### config.mk
export PLATFORM = sky130hd
export DESIGN_NAME = icwm_div
export DESIGN_NICKNAME = d
export VERILOG_FILES = /design/src/rtl/icwm_pkg.sv /design/src/rtl/icwm_div.sv
export SDC_FILE = /design/constraint.sdc
export NUM_CORES = 1
export LEC_CHECK = 0
export BUFFER_PORTS_ARGS = -buffer_cell sky130_fd_sc_hd__buf_4
export CORE_MARGIN = 3
export CORE_UTILIZATION = 30
export DETAILED_ROUTE_END_ITERATION = 8
export SYNTH_ARGS = -nofsm -noshare
export SYNTH_HDL_FRONTEND = slang
export SYNTH_SLANG_ARGS = --single-unit
### constraint.sdc
create_clock -name clock -period 3 [get_ports clock]
set_input_delay 0 -clock clock [delete_from_list [all_inputs] [get_ports clock]]
set_output_delay 0 -clock clock [all_outputs]
set_load 0.02 [all_outputs]
### src/rtl/icwm_pkg.sv
// Shared types, constants and adjacency helpers for the weighted cut minimum block.
package icwm_pkg;

   localparam int VertexCount = 8;
   localparam int VertexBits  = 3;
   localparam int CutCount    = 128;
   localparam int CutBits     = 7;
   localparam int WeightBits  = 16;
   localparam int SumBits     = 20;
   localparam int CutSumBits  = 40;
   localparam int TotalBits   = 19;
   localparam int BestBits    = 43;
   localparam int AdjBits     = 64;
   localparam int RatioBits   = 8;
   localparam int DivBits     = 28;
   localparam int CsrIndexBits = 2;

   localparam logic [CsrIndexBits-1:0] CSR_ADJACENCY   = 2'd0;
   localparam logic [CsrIndexBits-1:0] CSR_NUMERATOR   = 2'd1;
   localparam logic [CsrIndexBits-1:0] CSR_DENOMINATOR = 2'd2;

   typedef enum logic [1:0] {
      CMD_LOAD   = 2'd0,
      CMD_RECALC = 2'd1,
      CMD_PROBE  = 2'd2,
      CMD_APPLY  = 2'd3
   } cmd_type;

   typedef enum logic [1:0] {
      ST_OK        = 2'd0,
      ST_SRC_EMPTY = 2'd1,
      ST_SAME      = 2'd2,
      ST_DST_FULL  = 2'd3
   } status_type;

   typedef struct packed {
      cmd_type                 cmd;
      logic [VertexBits-1:0]   source_vertex;
      logic [VertexBits-1:0]   dest_vertex;
      logic [WeightBits-1:0]   weight;
   } req_type;

   typedef struct packed {
      logic [CutSumBits-1:0]   min_cut;
      logic [CutSumBits-1:0]   probe_value;
      logic                    feasible;
      logic                    move_feasible;
      logic [TotalBits-1:0]    total_weight;
      status_type              status;
   } rsp_type;

   typedef struct packed {
      logic [CutSumBits-1:0]                   cut_sum;
      logic [VertexCount-1:0][SumBits-1:0]     nsum;
   } row_type;

   // Neighbors of v, either matrix bit counts, diagonal ignored.
   function automatic logic [VertexCount-1:0] adj_row(input logic [AdjBits-1:0] adj,
                                                      input logic [VertexBits-1:0] v);
      logic [VertexCount-1:0] r;
      r = '0;
      for (int u = 0; u < VertexCount; u++) begin
         r[u] = (adj[{v, VertexBits'(u)}] | adj[{VertexBits'(u), v}]) &&
                (VertexBits'(u) != v);
      end
      return r;
   endfunction

   // Side of each vertex for a cut; vertex 0 always on side 0.
   function automatic logic [VertexCount-1:0] side_vec(input logic [CutBits-1:0] cut);
      return {cut, 1'b0};
   endfunction

endpackage

### src/rtl/icwm_div.sv
// Restoring divider, one quotient bit per cycle, for the degree bound.
module icwm_div (
   input  logic                          clock,
   input  logic                          reset,
   input  logic                          start,
   input  logic [icwm_pkg::DivBits-1:0]  dividend,
   input  logic [icwm_pkg::RatioBits-1:0] divisor,
   output logic                          done,
   output logic [icwm_pkg::DivBits-1:0]  quotient
);
   import icwm_pkg::*;

   logic [DivBits-1:0]   quot_ff, quot_in;
   logic [RatioBits-1:0] rem_ff, rem_in;
   logic [4:0]           cnt_ff, cnt_in;
   logic                 busy_ff, busy_in;
   logic                 done_ff, done_in;
   logic [RatioBits:0]   trial;
   logic                 fits;

   always_comb begin
      trial   = {rem_ff, quot_ff[DivBits-1]};
      fits    = trial >= {1'b0, divisor};
      quot_in = quot_ff;
      rem_in  = rem_ff;
      cnt_in  = cnt_ff;
      busy_in = busy_ff;
      done_in = 1'b0;
      if (start) begin
         quot_in = dividend;
         rem_in  = '0;
         cnt_in  = '0;
         busy_in = 1'b1;
      end else if (busy_ff) begin
         rem_in  = fits ? RatioBits'(trial - {1'b0, divisor}) : trial[RatioBits-1:0];
         quot_in = {quot_ff[DivBits-2:0], fits};
         cnt_in  = cnt_ff + 5'd1;
         if (cnt_ff == 5'(DivBits - 1)) begin
            busy_in = 1'b0;
            done_in = 1'b1;
         end
      end
   end

   always_ff @(posedge clock) begin
      quot_ff <= quot_in;
      rem_ff  <= rem_in;
      cnt_ff  <= cnt_in;
      if (reset) begin
         busy_ff <= 1'b0;
         done_ff <= 1'b0;
      end else begin
         busy_ff <= busy_in;
         done_ff <= done_in;
      end
   end

   assign done     = done_ff;
   assign quotient = quot_ff;

endmodule

==> metrics.txt, run 1 <==
synth warn=0; buffers added on ports=67; main combinational cell family by area after synthesis=multiplexers; CTS Hold Buffers Added=1; critical path type=flip-flop to flip-flop; Post-layout nets=300; Ant. Diodes=0; flop and latch count out of synthesis=43; worst slew pin tran=582 ps; first-pass GRT wire length=7.33 mm; initial antenna violation count=0; placed cell area=2800 sq um; WP data arrival=2340 ps; drt wl/cell=13.4 um; VDD IR max=0.305 mV; clock sinks=43; Num CTS Buffers=5; worst-path maximum fanout=11; TritonCTS clock tree=built; Peak Freq=0.470 GHz; CP Buf/Inv Count=0; die footprint=8400 sq um; post-synthesis sequential area ratio=51.8%; # DRC=0; starting density of the core=31.7%; max_cap viols=0; synthesized cell area=2200 sq um; Die H=91.7 um; CTS H-tree lvls=2; Syn Inst Count=179; PwrDens=471 nW/um^2; multiplexer area fraction after synthesis=17.3%; synthesis-to-finish area growth=32.0%; Leakage=1.23 nW; Slowest-stage cell, CP=o21ai_2; final critical-path required period=2130 ps; Worst Setup End Kind=flip-flop; CP required=3210 ps; chip width=91.7 um; count of flip-flops with a built-in enable after synthesis=28; type of origin of the critical path=flip-flop; total track usage=10.9%; worst min-delay path class=input port to flip-flop; max-slew violation count=0; top_reg_cell synth=edfxtp_1; setup slack, reg-to-reg=870 ps; Site Rows=30; Power, Total=1.37 mW; Synth Area in Adders=6.03%; async set or reset register ratio after synthesis=0%; GP Congestion=0.738; outcome=completed; DRT Pass-1 Iters=4; Synth Area in Simple Gates=9.78%; RSZ-0062 raised after global routing=no; largest net degree at the start of global routing=40; final hold vios=0; latest clock arrival within the worst-skew pair=290 ps; Post-Syn Nets=228; final setup fails=0; vias in the first global route=1573; Setup Skew=7.66 ps; total grt overflow=0; Initial DRC Count=81; final WL=4.65 mm; post-CTS setup buffers=0; Compound-Gate Fraction of Synth Area=8.07%; CP max stage delay=470 ps; delay-heaviest family, CP=compound AO/OA/AOI/OAI gates; post-synthesis xor/xnor area fraction=3.58%; Max-slew headroom=61.0%; CTS resizes=0; final worst path period share=71.0%; Final ANT Viol Nets=0; CTS clk-pin slew, worst paths=80 ps; root buf cell=clkbuf_8; hpwl dp=3.45 mm; core area=6940 sq um; design area=2910 sq um; syn avg cell area=12.3 sq um; via count=1592; distinct cell type count after synthesis=42; Clock Path Buffers=2; total negative slack=0 ps; CP Cell Sequence=ha_1 > and3_1 > nand3_1 > o21ai_2 > mux2_4 > a211oi_2; io pins=68; via/cell ratio=4.59; share of cells above drive strength 1=43.4%
## sequential cells by signal (all words and copies together), names as in the netlist
| name | cells |
|---|---|
| done | 1 |
| rem_ff | 8 |
| cnt_ff | 5 |
| quotient | 28 |
| busy_ff | 1 |
## per-layer routing
layer | share of wire (%) | up-vias | track usage [%]
li1 | - | 795 | -
met1 | 43 | 754 | 13.7
met2 | 51 | 34 | 18.0
met3 | 4.0 | 9 | 2.87
met4 | 1.8 | 0 | 3.52
met5 | 0 | - | 0
## cells by family (layout without fill, tap and decap cells)
group / Yosys count / count (layout)
adders and majority gates: 10 / 10
and+or+nand+nor: 44 / 44
xor gates and xnor gates: 9 / 9
DFF: 43 / 43
muxes: 34 / 34
buffers and inverters: 17 / 89
AOI/OAI and AO/OA: 22 / 22
## Yosys cell counts, drive strengths merged, types with 2 or more instances
master  instances  area, sq um
mux2           29          330
edfxtp         28          841
nor2           17         63.8
dfxtp          15          300
inv            11         41.3
ha              9          113
nand2           9         33.8
xor2            7         61.3
buf             6         33.8
mux2i           5         50.1
o21ai           5         28.8
nand2b          4         25.0
a211oi          3         32.5
a21o            3         22.5
a21oi           3         15.0
nand3           2         10.0
nand4           2         12.5
nor3            2         10.0
xnor2           2         17.5
## layout by cell type, fill, tap and decap left out, types with 2 or more instances in the layout
cell / n
xnor2_1: 2
nand2_1: 9
nand3_1: 2
xor2_1: 7
dfxtp_1: 15
nand4_1: 2
inv_1: 11
mux2i_1: 5
nor2_1: 17
ha_1: 9
nand2b_1: 4
mux2_2: 28
buf_4: 68
dlygate4sd3_1: 3
nor3_1: 2
edfxtp_1: 28
a21oi_1: 3
o21ai_0: 3
a211oi_2: 2
a21o_1: 3
clkbuf_8: 5
## final timing paths
| kind | from | to | cells after the start |
|---|---|---|---|
| min | dividend[1] | quotient[1] | 2 |
| max | rem_ff[4] | rem_ff[0] | 6 |
| min reg2reg | rem_ff[3] | rem_ff[3] | 2 |
| max reg2reg | rem_ff[4] | rem_ff[0] | 6 |
## worst reg2reg max path: stages (launching register included)
cell      delay (ps)
dfxtp_1          330
ha_1             370
and3_1           230
nand3_1          100
o21ai_2          470
mux2_4           360
a211oi_2         200
## where the power goes
part	switching, mW	leakage [nW]	total [mW]	internal [mW]
Sequential	0.0307	0.404	0.721	0.690
Combinational	0.152	0.783	0.308	0.156
Clock	0.184	0.0414	0.339	0.155
Total	0.366	1.23	1.37	1.00
## per-stage QoR
step / setup WS (ps) / hold slack, ps / util (%) / std cells
after detailed placement: 895 / 183 / 40.3 / 337
after global placement: 927 / 184 / 40.3 / 337
after CTS: 867 / 1.25 / 41.5 / 345
after global routing: 724 / 0.513 / 41.8 / 347
final: 870 / 11.8 / 41.8 / 347
after floorplan: 1070 / 79.3 / - / 179
## cell type report
class / instances / area (sq um)
Timing Repair Buffer: 71 / 541
Inverter: 11 / 41.3
Clock buffer: 5 / 68.8
Clock inverter: 2 / 8.76
Multi-Input combinational cell: 119 / 985
Tap cell: 96 / 120
Sequential cell: 43 / 1140
Fill cell: 662 / 4040
Note: power is estimated with default switching activity, not from simulation.
==> run 2, diff against run 1 <==
Settings changed: ABC_AREA set to 1.
Clock period 3 ns to 2.06 ns, I/O delays scaled along.
==> metrics.txt, run 2 <==
Num CTS Buffers=5; Syn Inst Count=283; critical path type=flip-flop to flip-flop; CTS clk-pin slew, worst paths=80 ps; Ant. Diodes=0; Post-layout nets=427; GRT busiest layer=met2; placed insts=442; Die H=93.6 um; VDD IR max=0.331 mV; via count=2103; multiplexer area fraction after synthesis=0%; clock sinks=43; latest clock arrival within the worst-skew pair=290 ps; Power, Total=2.19 mW; hpwl dp=4.04 mm; fin cells=478; worst-path maximum fanout=2; post-synthesis xor/xnor area fraction=1.14%; distinct cell type count after synthesis=32; total negative slack=0 ps; Compound-Gate Fraction of Synth Area=2.77%; synthesis-to-finish area growth=42.8%; # DRC=0; total track usage=13.0%; max_cap viols=0; most instantiated cells after synthesis=nand2_1, edfxtp_1, inv_1, nand3_1, dfxtp_1; first-pass GRT wire length=9.11 mm; Max-slew headroom=59.4%; buffers added on ports=67; Setup Skew=8.94 ps; share of cells above drive strength 1=23.7%; largest net degree at the start of global routing=33; ranking of synthesized cells by area=edfxtp_1, nand2_1, dfxtp_1; Synth area leader=edfxtp_1; CTS H-tree lvls=2; commonest non-fill, non-tap cells in the layout=nand2_1, buf_4, dlygate4sd3_1, edfxtp_1, inv_1; final critical-path required period=1650 ps; met1 GRT Util=16.7%; Final ANT Viol Nets=0; type of origin of the critical path=flip-flop; io pins=68; most common cell after layout, fill and taps aside=nand2_1; met3 Resource Use GR=2.25%; Leakage=1.64 nW; Post-Syn Nets=332; max-slew violation count=0; RSZ-0062 raised after global routing=no; core area=7330 sq um; count of flip-flops with a built-in enable after synthesis=28; top_reg_cell synth=edfxtp_1; CP required=2250 ps; worst min-delay path class=input port to flip-flop; synthesized cell area=2300 sq um; DRT Pass-1 Iters=4; WP data arrival=1850 ps; synth warn=0; M2 GR Usage=22.3%; syn avg cell area=8.13 sq um; via/cell ratio=4.40; post-synthesis sequential area ratio=49.6%; Initial DRC Count=76; final worst path period share=80.2%; starting density of the core=31.4%; CTS resizes=0; PwrDens=665 nW/um^2; Synth Area in Adders=5.76%; total grt overflow=0; worst slew pin tran=609 ps; Worst Setup End Kind=flip-flop; final WL=5.64 mm; drt wl/cell=11.8 um; Largest register FFs=28; Clock Path Buffers=2; Synth Area in Simple Gates=34.5%; outcome=completed; Hold WS=46.2 ps; async set or reset register ratio after synthesis=0%; vias in the first global route=2073; die footprint=8760 sq um; flop and latch count out of synthesis=43; final hold vios=0; Site Rows=31; TritonCTS clock tree=built; final setup fails=0; most frequent cell after synthesis=nand2_1; root buf cell=clkbuf_8; chip width=93.6 um; Peak Freq=0.605 GHz; main combinational cell family by area after synthesis=simple AND/OR/NAND/NOR gates; initial antenna violation count=0; Synth top area share=36.5%; GP Congestion=0.786
-- run 2: where the power goes --
group,internal [mW],switching (mW)
logic,0.229,0.267
registers,1.00,0.0439
clock network,0.363,0.281
-- run 2: final timing paths --
check	start	endpoint	slack (ps)	cells past startpoint
setup / recovery	quotient[27]	rem_ff[4]	410	10
hold / removal	dividend[0]	quotient[0]	50	3
setup reg to reg	quotient[27]	rem_ff[4]	410	10
hold reg to reg	rem_ff[6]	rem_ff[6]	480	2
-- run 2: layout make-up --
class / count / area (sq um)
inverters: 29 / 109
fillers: 721 / 4040
repair buffers: 96 / 791
flip-flops and latches: 43 / 1140
well taps: 99 / 124
clock buffers: 7 / 76.3
clock inverters: 1 / 30.0
multi-input cells: 203 / 1020
-- run 2: logic make-up after synthesis --
logic type               Yosys count
AND/OR/NAND/NOR                  180
flip-flops                        43
buffers and inverters             37
AO/OA/AOI/OAI                     10
adder cells (fa/ha/maj)           10
XOR/XNOR                           3
-- run 2: critical path: stages (launching register included) --
cell	delay, ps
edfxtp_1	350
inv_1	60
ha_1	200
fa_1	400
inv_1	90
nand3_1	70
nand3_1	90
xnor2_1	120
nand2_1	60
nand3_1	60
nand2_1	50
-- run 2: what timing repair did --
action                                 in CTS  in global routing
endpoints found under the hold margin      29                  0
buffers inserted                            0                  0
hold buffers                               28                  0
-- run 2: routing by layer --
| metal | routed length (um) | vias up | share of wire, % |
|---|---|---|---|
| li1 | - | 1095 | - |
| met1 | 2500 | 962 | 44 |
| met2 | 2860 | 41 | 51 |
| met3 | 222 | 5 | 3.9 |
| met4 | 58 | 0 | 1.0 |
| met5 | 0 | - | 0 |
-- run 2: metrics by stage --
stage / setup WS [ps] / cell area, sq um / util [%]
6_report: 407 / 3290 / 44.8
5_1_grt: 217 / 3290 / 44.8
4_1_cts: 397 / 3290 / 44.8
3_5_place_dp: 418 / 2900 / 39.6
3_3_place_gp: 452 / 2900 / 39.6
2_1_floorplan: 361 / 2300 / -
