`src/rtl/icwm_pkg.sv`:
```
// Shared types, constants and adjacency helpers for the weighted cut minimum block.
package icwm_pkg;

   localparam int VertexCount = 8;
   localparam int VertexBits  = 3;
   localparam int CutCount    = 128;
   localparam int CutBits     = 7;
   localparam int WeightBits  = 16;
   localparam int SumBits     = 20;
   localparam int CutSumBits  = 40;
   localparam int TotalBits   = 19;
   localparam int BestBits    = 43;
   localparam int AdjBits     = 64;
   localparam int RatioBits   = 8;
   localparam int DivBits     = 28;
   localparam int CsrIndexBits = 2;

   localparam logic [CsrIndexBits-1:0] CSR_ADJACENCY   = 2'd0;
   localparam logic [CsrIndexBits-1:0] CSR_NUMERATOR   = 2'd1;
   localparam logic [CsrIndexBits-1:0] CSR_DENOMINATOR = 2'd2;

   typedef enum logic [1:0] {
      CMD_LOAD   = 2'd0,
      CMD_RECALC = 2'd1,
      CMD_PROBE  = 2'd2,
      CMD_APPLY  = 2'd3
   } cmd_type;

   typedef enum logic [1:0] {
      ST_OK        = 2'd0,
      ST_SRC_EMPTY = 2'd1,
      ST_SAME      = 2'd2,
      ST_DST_FULL  = 2'd3
   } status_type;

   typedef struct packed {
      cmd_type                 cmd;
      logic [VertexBits-1:0]   source_vertex;
      logic [VertexBits-1:0]   dest_vertex;
      logic [WeightBits-1:0]   weight;
   } req_type;

   typedef struct packed {
      logic [CutSumBits-1:0]   min_cut;
      logic [CutSumBits-1:0]   probe_value;
      logic                    feasible;
      logic                    move_feasible;
      logic [TotalBits-1:0]    total_weight;
      status_type              status;
   } rsp_type;

   typedef struct packed {
      logic [CutSumBits-1:0]                   cut_sum;
      logic [VertexCount-1:0][SumBits-1:0]     nsum;
   } row_type;

   // Neighbors of v, either matrix bit counts, diagonal ignored.
   function automatic logic [VertexCount-1:0] adj_row(input logic [AdjBits-1:0] adj,
                                                      input logic [VertexBits-1:0] v);
      logic [VertexCount-1:0] r;
      r = '0;
      for (int u = 0; u < VertexCount; u++) begin
         r[u] = (adj[{v, VertexBits'(u)}] | adj[{VertexBits'(u), v}]) &&
                (VertexBits'(u) != v);
      end
      return r;
   endfunction

   // Side of each vertex for a cut; vertex 0 always on side 0.
   function automatic logic [VertexCount-1:0] side_vec(input logic [CutBits-1:0] cut);
      return {cut, 1'b0};
   endfunction

endpackage

```
`src/rtl/icwm_row_unit.sv`:
```
// Row update for a unit move: probed cut value and the updated row.
module icwm_row_unit (
   input  icwm_pkg::row_type                 row,
   input  logic [icwm_pkg::CutBits-1:0]      cut,
   input  logic [icwm_pkg::VertexBits-1:0]   src,
   input  logic [icwm_pkg::VertexBits-1:0]   dst,
   input  logic [icwm_pkg::AdjBits-1:0]      adj,
   output logic [icwm_pkg::BestBits-1:0]     probe_value,
   output icwm_pkg::row_type                 new_row
);
   import icwm_pkg::*;

   logic [VertexCount-1:0] adj_i, adj_j, sides;
   logic                   dec;
   logic [BestBits-1:0]    val;

   always_comb begin
      adj_i = adj_row(adj, src);
      adj_j = adj_row(adj, dst);
      sides = side_vec(cut);
      dec   = adj_i[dst] && (sides[src] == sides[dst]);
      val   = BestBits'(row.cut_sum) - BestBits'(row.nsum[src]) + BestBits'(row.nsum[dst])
              - BestBits'(dec);
      new_row.cut_sum = val[CutSumBits-1:0];
      for (int u = 0; u < VertexCount; u++) begin
         new_row.nsum[u] = row.nsum[u]
            - SumBits'(adj_i[u] && (sides[u] == sides[src]))
            + SumBits'(adj_j[u] && (sides[u] == sides[dst]));
      end
   end

   assign probe_value = val;

endmodule

```
`config.mk`:
```
export PLATFORM = sky130hd
export DESIGN_NAME = icwm_row_unit
export DESIGN_NICKNAME = d
export VERILOG_FILES = /design/src/rtl/icwm_pkg.sv /design/src/rtl/icwm_row_unit.sv
export SDC_FILE = /design/constraint.sdc
export NUM_CORES = 1
export LEC_CHECK = 0
export ABC_AREA = 1
export BUFFER_PORTS_ARGS = -buffer_cell sky130_fd_sc_hd__buf_4
export CORE_MARGIN = 2
export CORE_UTILIZATION = 35
export DETAILED_ROUTE_END_ITERATION = 6
export PLACE_DENSITY_LB_ADDON = 0.2
export SYNTH_ARGS = -nofsm -noshare
export SYNTH_HDL_FRONTEND = slang
export SYNTH_SLANG_ARGS = --single-unit
```
`constraint.sdc`:
```
create_clock -name vclk -period 9.4
set_clock_uncertainty 0.05 [all_clocks]
set_input_delay 0.47 -clock vclk [all_inputs]
set_output_delay 0.47 -clock vclk [all_outputs]
set_load 0.02 [all_outputs]
```
==> flow_summary.toml, run 1 <==
[run_status]
status = "finished, final reports clean"

[finish]
syn_to_final_growth_pct = 26.7
final_common_cell = "nand2_1"
seq_cell_count = 0
num-clock-buffers = 0
nNetsFinal = 3657
postLayoutCoreUtil_pct = 45.0
layout-drive-gt1-share_pct = 19.2
regArea_um2 = 0
most-common-layout-cells = "530 x nand2_1, 526 x buf_4, 463 x inv_1"
final_area_um2 = 19900
n_fill_cell = 4902

[power]
power_density_nw_per_um2 = 173
p_leak_uw = 0.0105
ir_drop_mv = 0.236
power_uw = 3450

[worst_setup_path]
crit_required_ps = 8880
crit_path_start_kind = "primary input"
crit_path_end_kind = "output pin"
max_stage_delay_ps = 480
critPathKind = "primary input to output pin"
arrival_ps = 6730
crit_top_cell = "nand2_1"
crit_slowest_cell = "inv_2"
crit_fanout = 28

[die]
num_rows = 77
die_h_um = 216
core-area_um2 = 44300
die-area_um2 = 46600
start_util_pct = 35.5
io_pins = 520
die_x_um = 216

[place]
gp_congestion = 1.04
place_area_um2 = 19900
hpwl_um = 71100
portBuffers = 512
pre_cts_ws_ps = 2380

[global_routing]
first_global_vias = 19700
grt_pass1_wl_um = 121000
antenna_found_initial = 9
grt_max_degree = 44
grt_overflow_total = 0
grt_use_total_pct = 33.4

[timing]
rsz0062_at_grt = "false"
drv_slew = 0
hold_viol = 0
finalCritPeriodShare_pct = 77.1
fin_crit_ps = 7250
finalSetupTns_ps = 0
finalWorstSetupSlack_ps = 2150
tightestPinTransition_ps = 936
fmaxAchievable_mhz = 138
setup_violations = 0
slew_headroom_pct = 36.9

[detailed_routing]
vias_per_cell = 5.62
drt_iter0_markers = 1948
drc = 0
drt-total-wl_um = 82300
wl_per_cell_um = 22.1
vias = 20900
drtAntennaViolNets = 0
drt_pass1_iterations = 5

[logic_synthesis]
netlist_area_um2 = 15700
synthSimpleGateAreaFrac_pct = 26.1
synth_xor_area_share_pct = 11.9
syn_area_per_cell_um2 = 5.84
synth_area_leader_cell = "ha_1"
synth_top_family_by_area = "compound AO/OA/AOI/OAI gates"
synthMuxAreaShare_pct = 0
synth.area.top_cells = "ha_1 19%, nand2_1 13%, inv_1 11%"
syn_inst = 2694
yosys_warnings = 0
yosys.area_share.adder_pct = 20.5
synth.distinct_cells = 59
synth_compound_area_share_pct = 27.1
synth-seq-area-share_pct = 0
synth_top_area_share_pct = 19.2
syn_nets = 3222

[clock_tree]
post_cts_buffers = 0
post_cts_resized = 0
cts-hold-fix-buffers = 0

[worst_hold_path]
hold_depth = 3
hold_path.class = "primary input to output pin"

[job]
max-cap-violations = 0
==> synthesized netlist by cell type (9+ instances only) <==
master,count
a21o_1,13
a21oi_1,276
a31oi_1,22
and3_1,9
buf_4,41
clkbuf_1,42
fa_1,10
ha_1,241
inv_1,463
nand2_1,530
nand2_2,23
nand3_1,90
nand4_1,28
nor2_1,186
nor2_2,11
nor3_1,27
nor4_1,14
o2111ai_1,34
o211ai_1,21
o21ai_0,169
o21bai_1,9
o221ai_1,13
o22ai_1,65
o31ai_1,16
o32ai_1,26
xnor2_1,80
xor2_1,134
==> layer usage <==
metal  global-route usage [%]  routed length, µm
met1                     44.9              35100
met2                     55.9              37400
met3                     4.41               6950
met4                     9.29               2780
met5                        0                 57
==> power by group <==
part	internal, µW	switching [µW]	total (µW)
Clock	0.0000570	0	0.0000570
Combinational	1300	2150	3450
Sequential	0	0	0
==> final timing paths <==
check | to | slack (ps) | from
worst min-delay path | new_row[140] | 1230 | row[140]
worst max-delay path | new_row[192] | 2150 | src[1]
==> worst max-delay path: cells and delay by family <==
family          cells  cell delay, ps
buf+inv             5             970
simple gates       14            1630
xor+xnor            2             450
compound gates      9            2140
fa+ha+maj           3            1080
==> cells by family after synthesis <==
group / Yosys count
buffers and inverters: 563
adder cells (fa/ha/maj): 251
AO/OA/AOI/OAI: 715
AND/OR/NAND/NOR: 951
XOR/XNOR: 214
==> stage by stage <==
step | hold WS, ps | cells
2_1_floorplan | 1100 | 2694
3_3_place_gp | 1240 | 3719
3_5_place_dp | 1230 | 3719
4_1_cts | 1230 | 3719
5_1_grt | 1250 | 3723
6_report | 1230 | 3723
==> layout make-up <==
| cell class | instances | area [µm²] | area share (%) |
|---|---|---|---|
| tap | 592 | 741 | 3.72 |
| timing repair buffer | 526 | 3950 | 19.8 |
| antenna | 4 | 10.0 | 0.0502 |
| inverter | 470 | 1760 | 8.85 |
| multi-input combinational | 2131 | 13500 | 67.6 |
Power figures use the tool's default switching activity.
==> inputs of run 2 (changes only) <==
Clock period 9.4 ns to 7.3 ns, I/O delays scaled along.
==> run 2 against run 1 <==
Global-route usage increased by 0.98 points. Worst hold slack worse by 200 ps. Critical path depth is 5 lower. Die area stayed put. Via count about the same. Sequential share of layout area stayed put. Utilization grew 0.19 points. Final cell count increased by 0.27%. Critical endpoint is now probe_value[37].
==> flow_summary.toml, run 2 (synthesis gave the netlist of run 1 again) <==
[detailed_routing]
vias_per_cell = 5.60
drt_iter0_markers = 2171
drc = 0
drt-total-wl_um = 84200
vias = 20900
drtAntennaViolNets = 0
drt_pass1_iterations = 6
wl_per_cell_um = 22.6

[die]
die-area_um2 = 46600
io_pins = 520
die_x_um = 216
start_util_pct = 35.5
core-area_um2 = 44300
num_rows = 77
die_h_um = 216

[worst_setup_path]
crit_top_cell = "nand2_1"
critPathKind = "primary input to output pin"
crit_fanout = 25
crit_path_end_kind = "output pin"
max_stage_delay_ps = 490
arrival_ps = 6260
crit_required_ps = 6880
crit_path_start_kind = "primary input"
path_buf_inv = 4
crit_slowest_cell = "o21ai_0"
critPathTopFamily = "compound AO/OA/AOI/OAI gates"

[global_routing]
grt_use_total_pct = 34.4
grt_overflow_total = 0
first_global_vias = 19900
grt_max_degree = 38
antenna_found_initial = 8
grt_pass1_wl_um = 124000

[place]
hpwl_um = 73400
gp_congestion = 1.03
place_inst = 3729
portBuffers = 512

[finish]
final_common_cell = "buf_4"
layout-drive-gt1-share_pct = 19.5
regArea_um2 = 0
nNetsFinal = 3667
most-common-layout-cells = "536 x buf_4, 530 x nand2_1, 463 x inv_1"
syn_to_final_growth_pct = 27.3
num-clock-buffers = 0
instances_no_fill = 3733
seq_cell_count = 0

[timing]
finalCritPeriodShare_pct = 91.5
fin_crit_ps = 6680
rsz0062_at_grt = "false"
tightestPinTransition_ps = 913
finalSetupTns_ps = 0
fmaxAchievable_mhz = 150
slew_headroom_pct = 39.1
hold_viol = 0
drv_slew = 0
setup_violations = 0

[worst_hold_path]
hold_path.class = "primary input to output pin"

[job]
max-cap-violations = 0

[clock_tree]
post_cts_buffers = 0

[run_status]
status = "finished, final reports clean"
## run 2: layer usage
metal	vias up	global-route usage [%]	share of wire (%)	wire length, µm
met3	116	4.96	8.4	7040
met1	9823	45.6	43	35800
met4	8	7.42	2.7	2280
li1	9975	-	-	-
met5	-	0	0.066	56
met2	986	59.0	46	39000
## run 2: worst paths after layout
kind	start	to	slack, ps	cells past startpoint
max	src[0]	probe_value[37]	620	28
min	row[140]	new_row[140]	1040	3
## run 2: cell type report
| type | count | area, µm² |
|---|---|---|
| timing repair buffer | 536 | 4020 |
| tap | 592 | 741 |
| fill | 4955 | 24300 |
| antenna | 4 | 10.0 |
| multi-input combinational | 2131 | 13500 |
| inverter | 470 | 1760 |
## run 2: what timing repair did
item | CTS | global route
setup endpoints to repair | 0 | 2
resized for setup | 0 | 1
hold buffers | 0 | 0
hold endpoints to repair | 0 | 0
## run 2: stage by stage
step                      worst slack [ps]  hold slack [ps]  area, µm²  utilization [%]
after floorplan                       1370              890      15700                -
after global placement                 789             1030      20000             45.1
after detailed placement               684             1040      20000             45.1
after CTS                              664             1040      20000             45.1
after global routing                   123             1050      20000             45.1
final                                  622             1040      20000             45.1
==> inputs of run 3 (changes only) <==
Settings changed: RECOVER_POWER set to 100.
==> run 3 against run 2 <==
The flow now finishes with violations (design-rule violations, max-capacitance violations, max-slew violations). Final cell count stayed put. Routed wire length hardly changed. Count of clock-buffer cells in the layout stayed put.
==> flow_summary.toml, run 3 (synthesis gave the netlist of run 1 again) <==
[detailed_routing]
drt-total-wl_um = 84300
drc = 3
drt_iter0_markers = 2089
drtAntennaViolNets = 0
vias = 21100
vias_per_cell = 5.64
wl_per_cell_um = 22.6
drt_pass1_iterations = 7

[finish]
seq_cell_count = 0
most-common-layout-cells = "530 x nand2_1, 464 x inv_1, 317 x buf_4"
final_common_cell = "nand2_1"
syn_to_final_growth_pct = 21.9
postLayoutCoreUtil_pct = 43.2
final_area_um2 = 19200
regArea_um2 = 0
num-clock-buffers = 0
layout-drive-gt1-share_pct = 12.3
nNetsFinal = 3667

[worst_setup_path]
crit_start = "src[0]"
crit_fanout = 14
crit_path_start_kind = "primary input"
critPathKind = "primary input to output pin"
arrival_ps = 6570
crit_top_cell = "nand2_1"
crit_slowest_cell = "o21ai_0"
crit_path_end_kind = "output pin"
crit_required_ps = 6880
max_stage_delay_ps = 600

[global_routing]
grt_max_degree = 38
met3_usage_pct = 4.96
grt_use_total_pct = 34.4
grt_pass1_wl_um = 124000
top_usage_layer = "met2"
antenna_found_initial = 8
use_met1_pct = 45.6
use_met2_pct = 59.0
first_global_vias = 19900
grt_overflow_total = 0

[die]
die_h_um = 216
num_rows = 77
io_pins = 520
core-area_um2 = 44300
start_util_pct = 35.5
die-area_um2 = 46600
die_x_um = 216

[run_status]
status = "finished with violations"
violations = "design-rule violations, max-capacitance violations, max-slew violations"

[timing]
slew_headroom_pct = -2.51
fmaxAchievable_mhz = 143
finalCritPeriodShare_pct = 95.7
drv_slew = 10
tightestPinTransition_ps = 1520
rsz0062_at_grt = "false"
finalSetupTns_ps = 0
setup_violations = 0
fin_crit_ps = 6990
hold_viol = 0
holdWs_ps = 1040

[clock_tree]
post_cts_buffers = 0

[worst_hold_path]
hold_start = "row[120]"
hold_path.class = "primary input to output pin"

[place]
portBuffers = 512
place_area_um2 = 20000
hpwl_um = 73400
gp_congestion = 1.03

[job]
max-cap-violations = 1
[run 3: cell count changes in the layout (fill, tap and decap cells not counted), moves of 2 or more]
| cell | before | now |
|---|---|---|
| o21ai_0 | 169 | 176 |
| a21boi_1 | 3 | 0 |
| nand3_2 | 6 | 4 |
| a21boi_0 | 5 | 9 |
| nand3_1 | 90 | 92 |
| o21ai_2 | 5 | 1 |
| o21ai_1 | 4 | 1 |
| buf_4 | 536 | 317 |
| clkbuf_1 | 0 | 218 |
[run 3: through the flow]
step / worst slack, ps / cells
6_report: 314 / 3733
5_1_grt: 77.6 / 3731
4_1_cts: 664 / 3729
3_5_place_dp: 684 / 3729
3_3_place_gp: 789 / 3729
2_1_floorplan: 1370 / 2694
[run 3: final cells by class]
| type | instances | area [µm²] |
|---|---|---|
| timing repair buffer | 536 | 3200 |
| antenna | 4 | 10.0 |
| fill | 5168 | 25200 |
| inverter | 470 | 1760 |
| multi-input combinational | 2131 | 13400 |
| tap | 592 | 741 |
[run 3: what timing repair did]
item | in CTS | in global routing
endpoints found under the setup margin | 0 | 2
resized for setup | 0 | 1
hold buffers | 0 | 0
hold endpoints to repair | 0 | 0
[run 3: final timing paths]
path  cells after the start  slack [ps]           end
max                      26         310  new_row[156]
min                       3        1040  new_row[120]
[run 3: metal layers]
layer  up-vias  routed length, µm
met5         -                 56
met4         8               2290
met3       122               7120
met2      1004              38900
met1      9933              35900
li1       9989                  -
[run 3: worst max-delay path: cells and delay by family]
kind | cells | cell delay (ps)
fa+ha+maj | 3 | 870
simple gates | 9 | 1210
compound gates | 6 | 2020
buf+inv | 8 | 2110
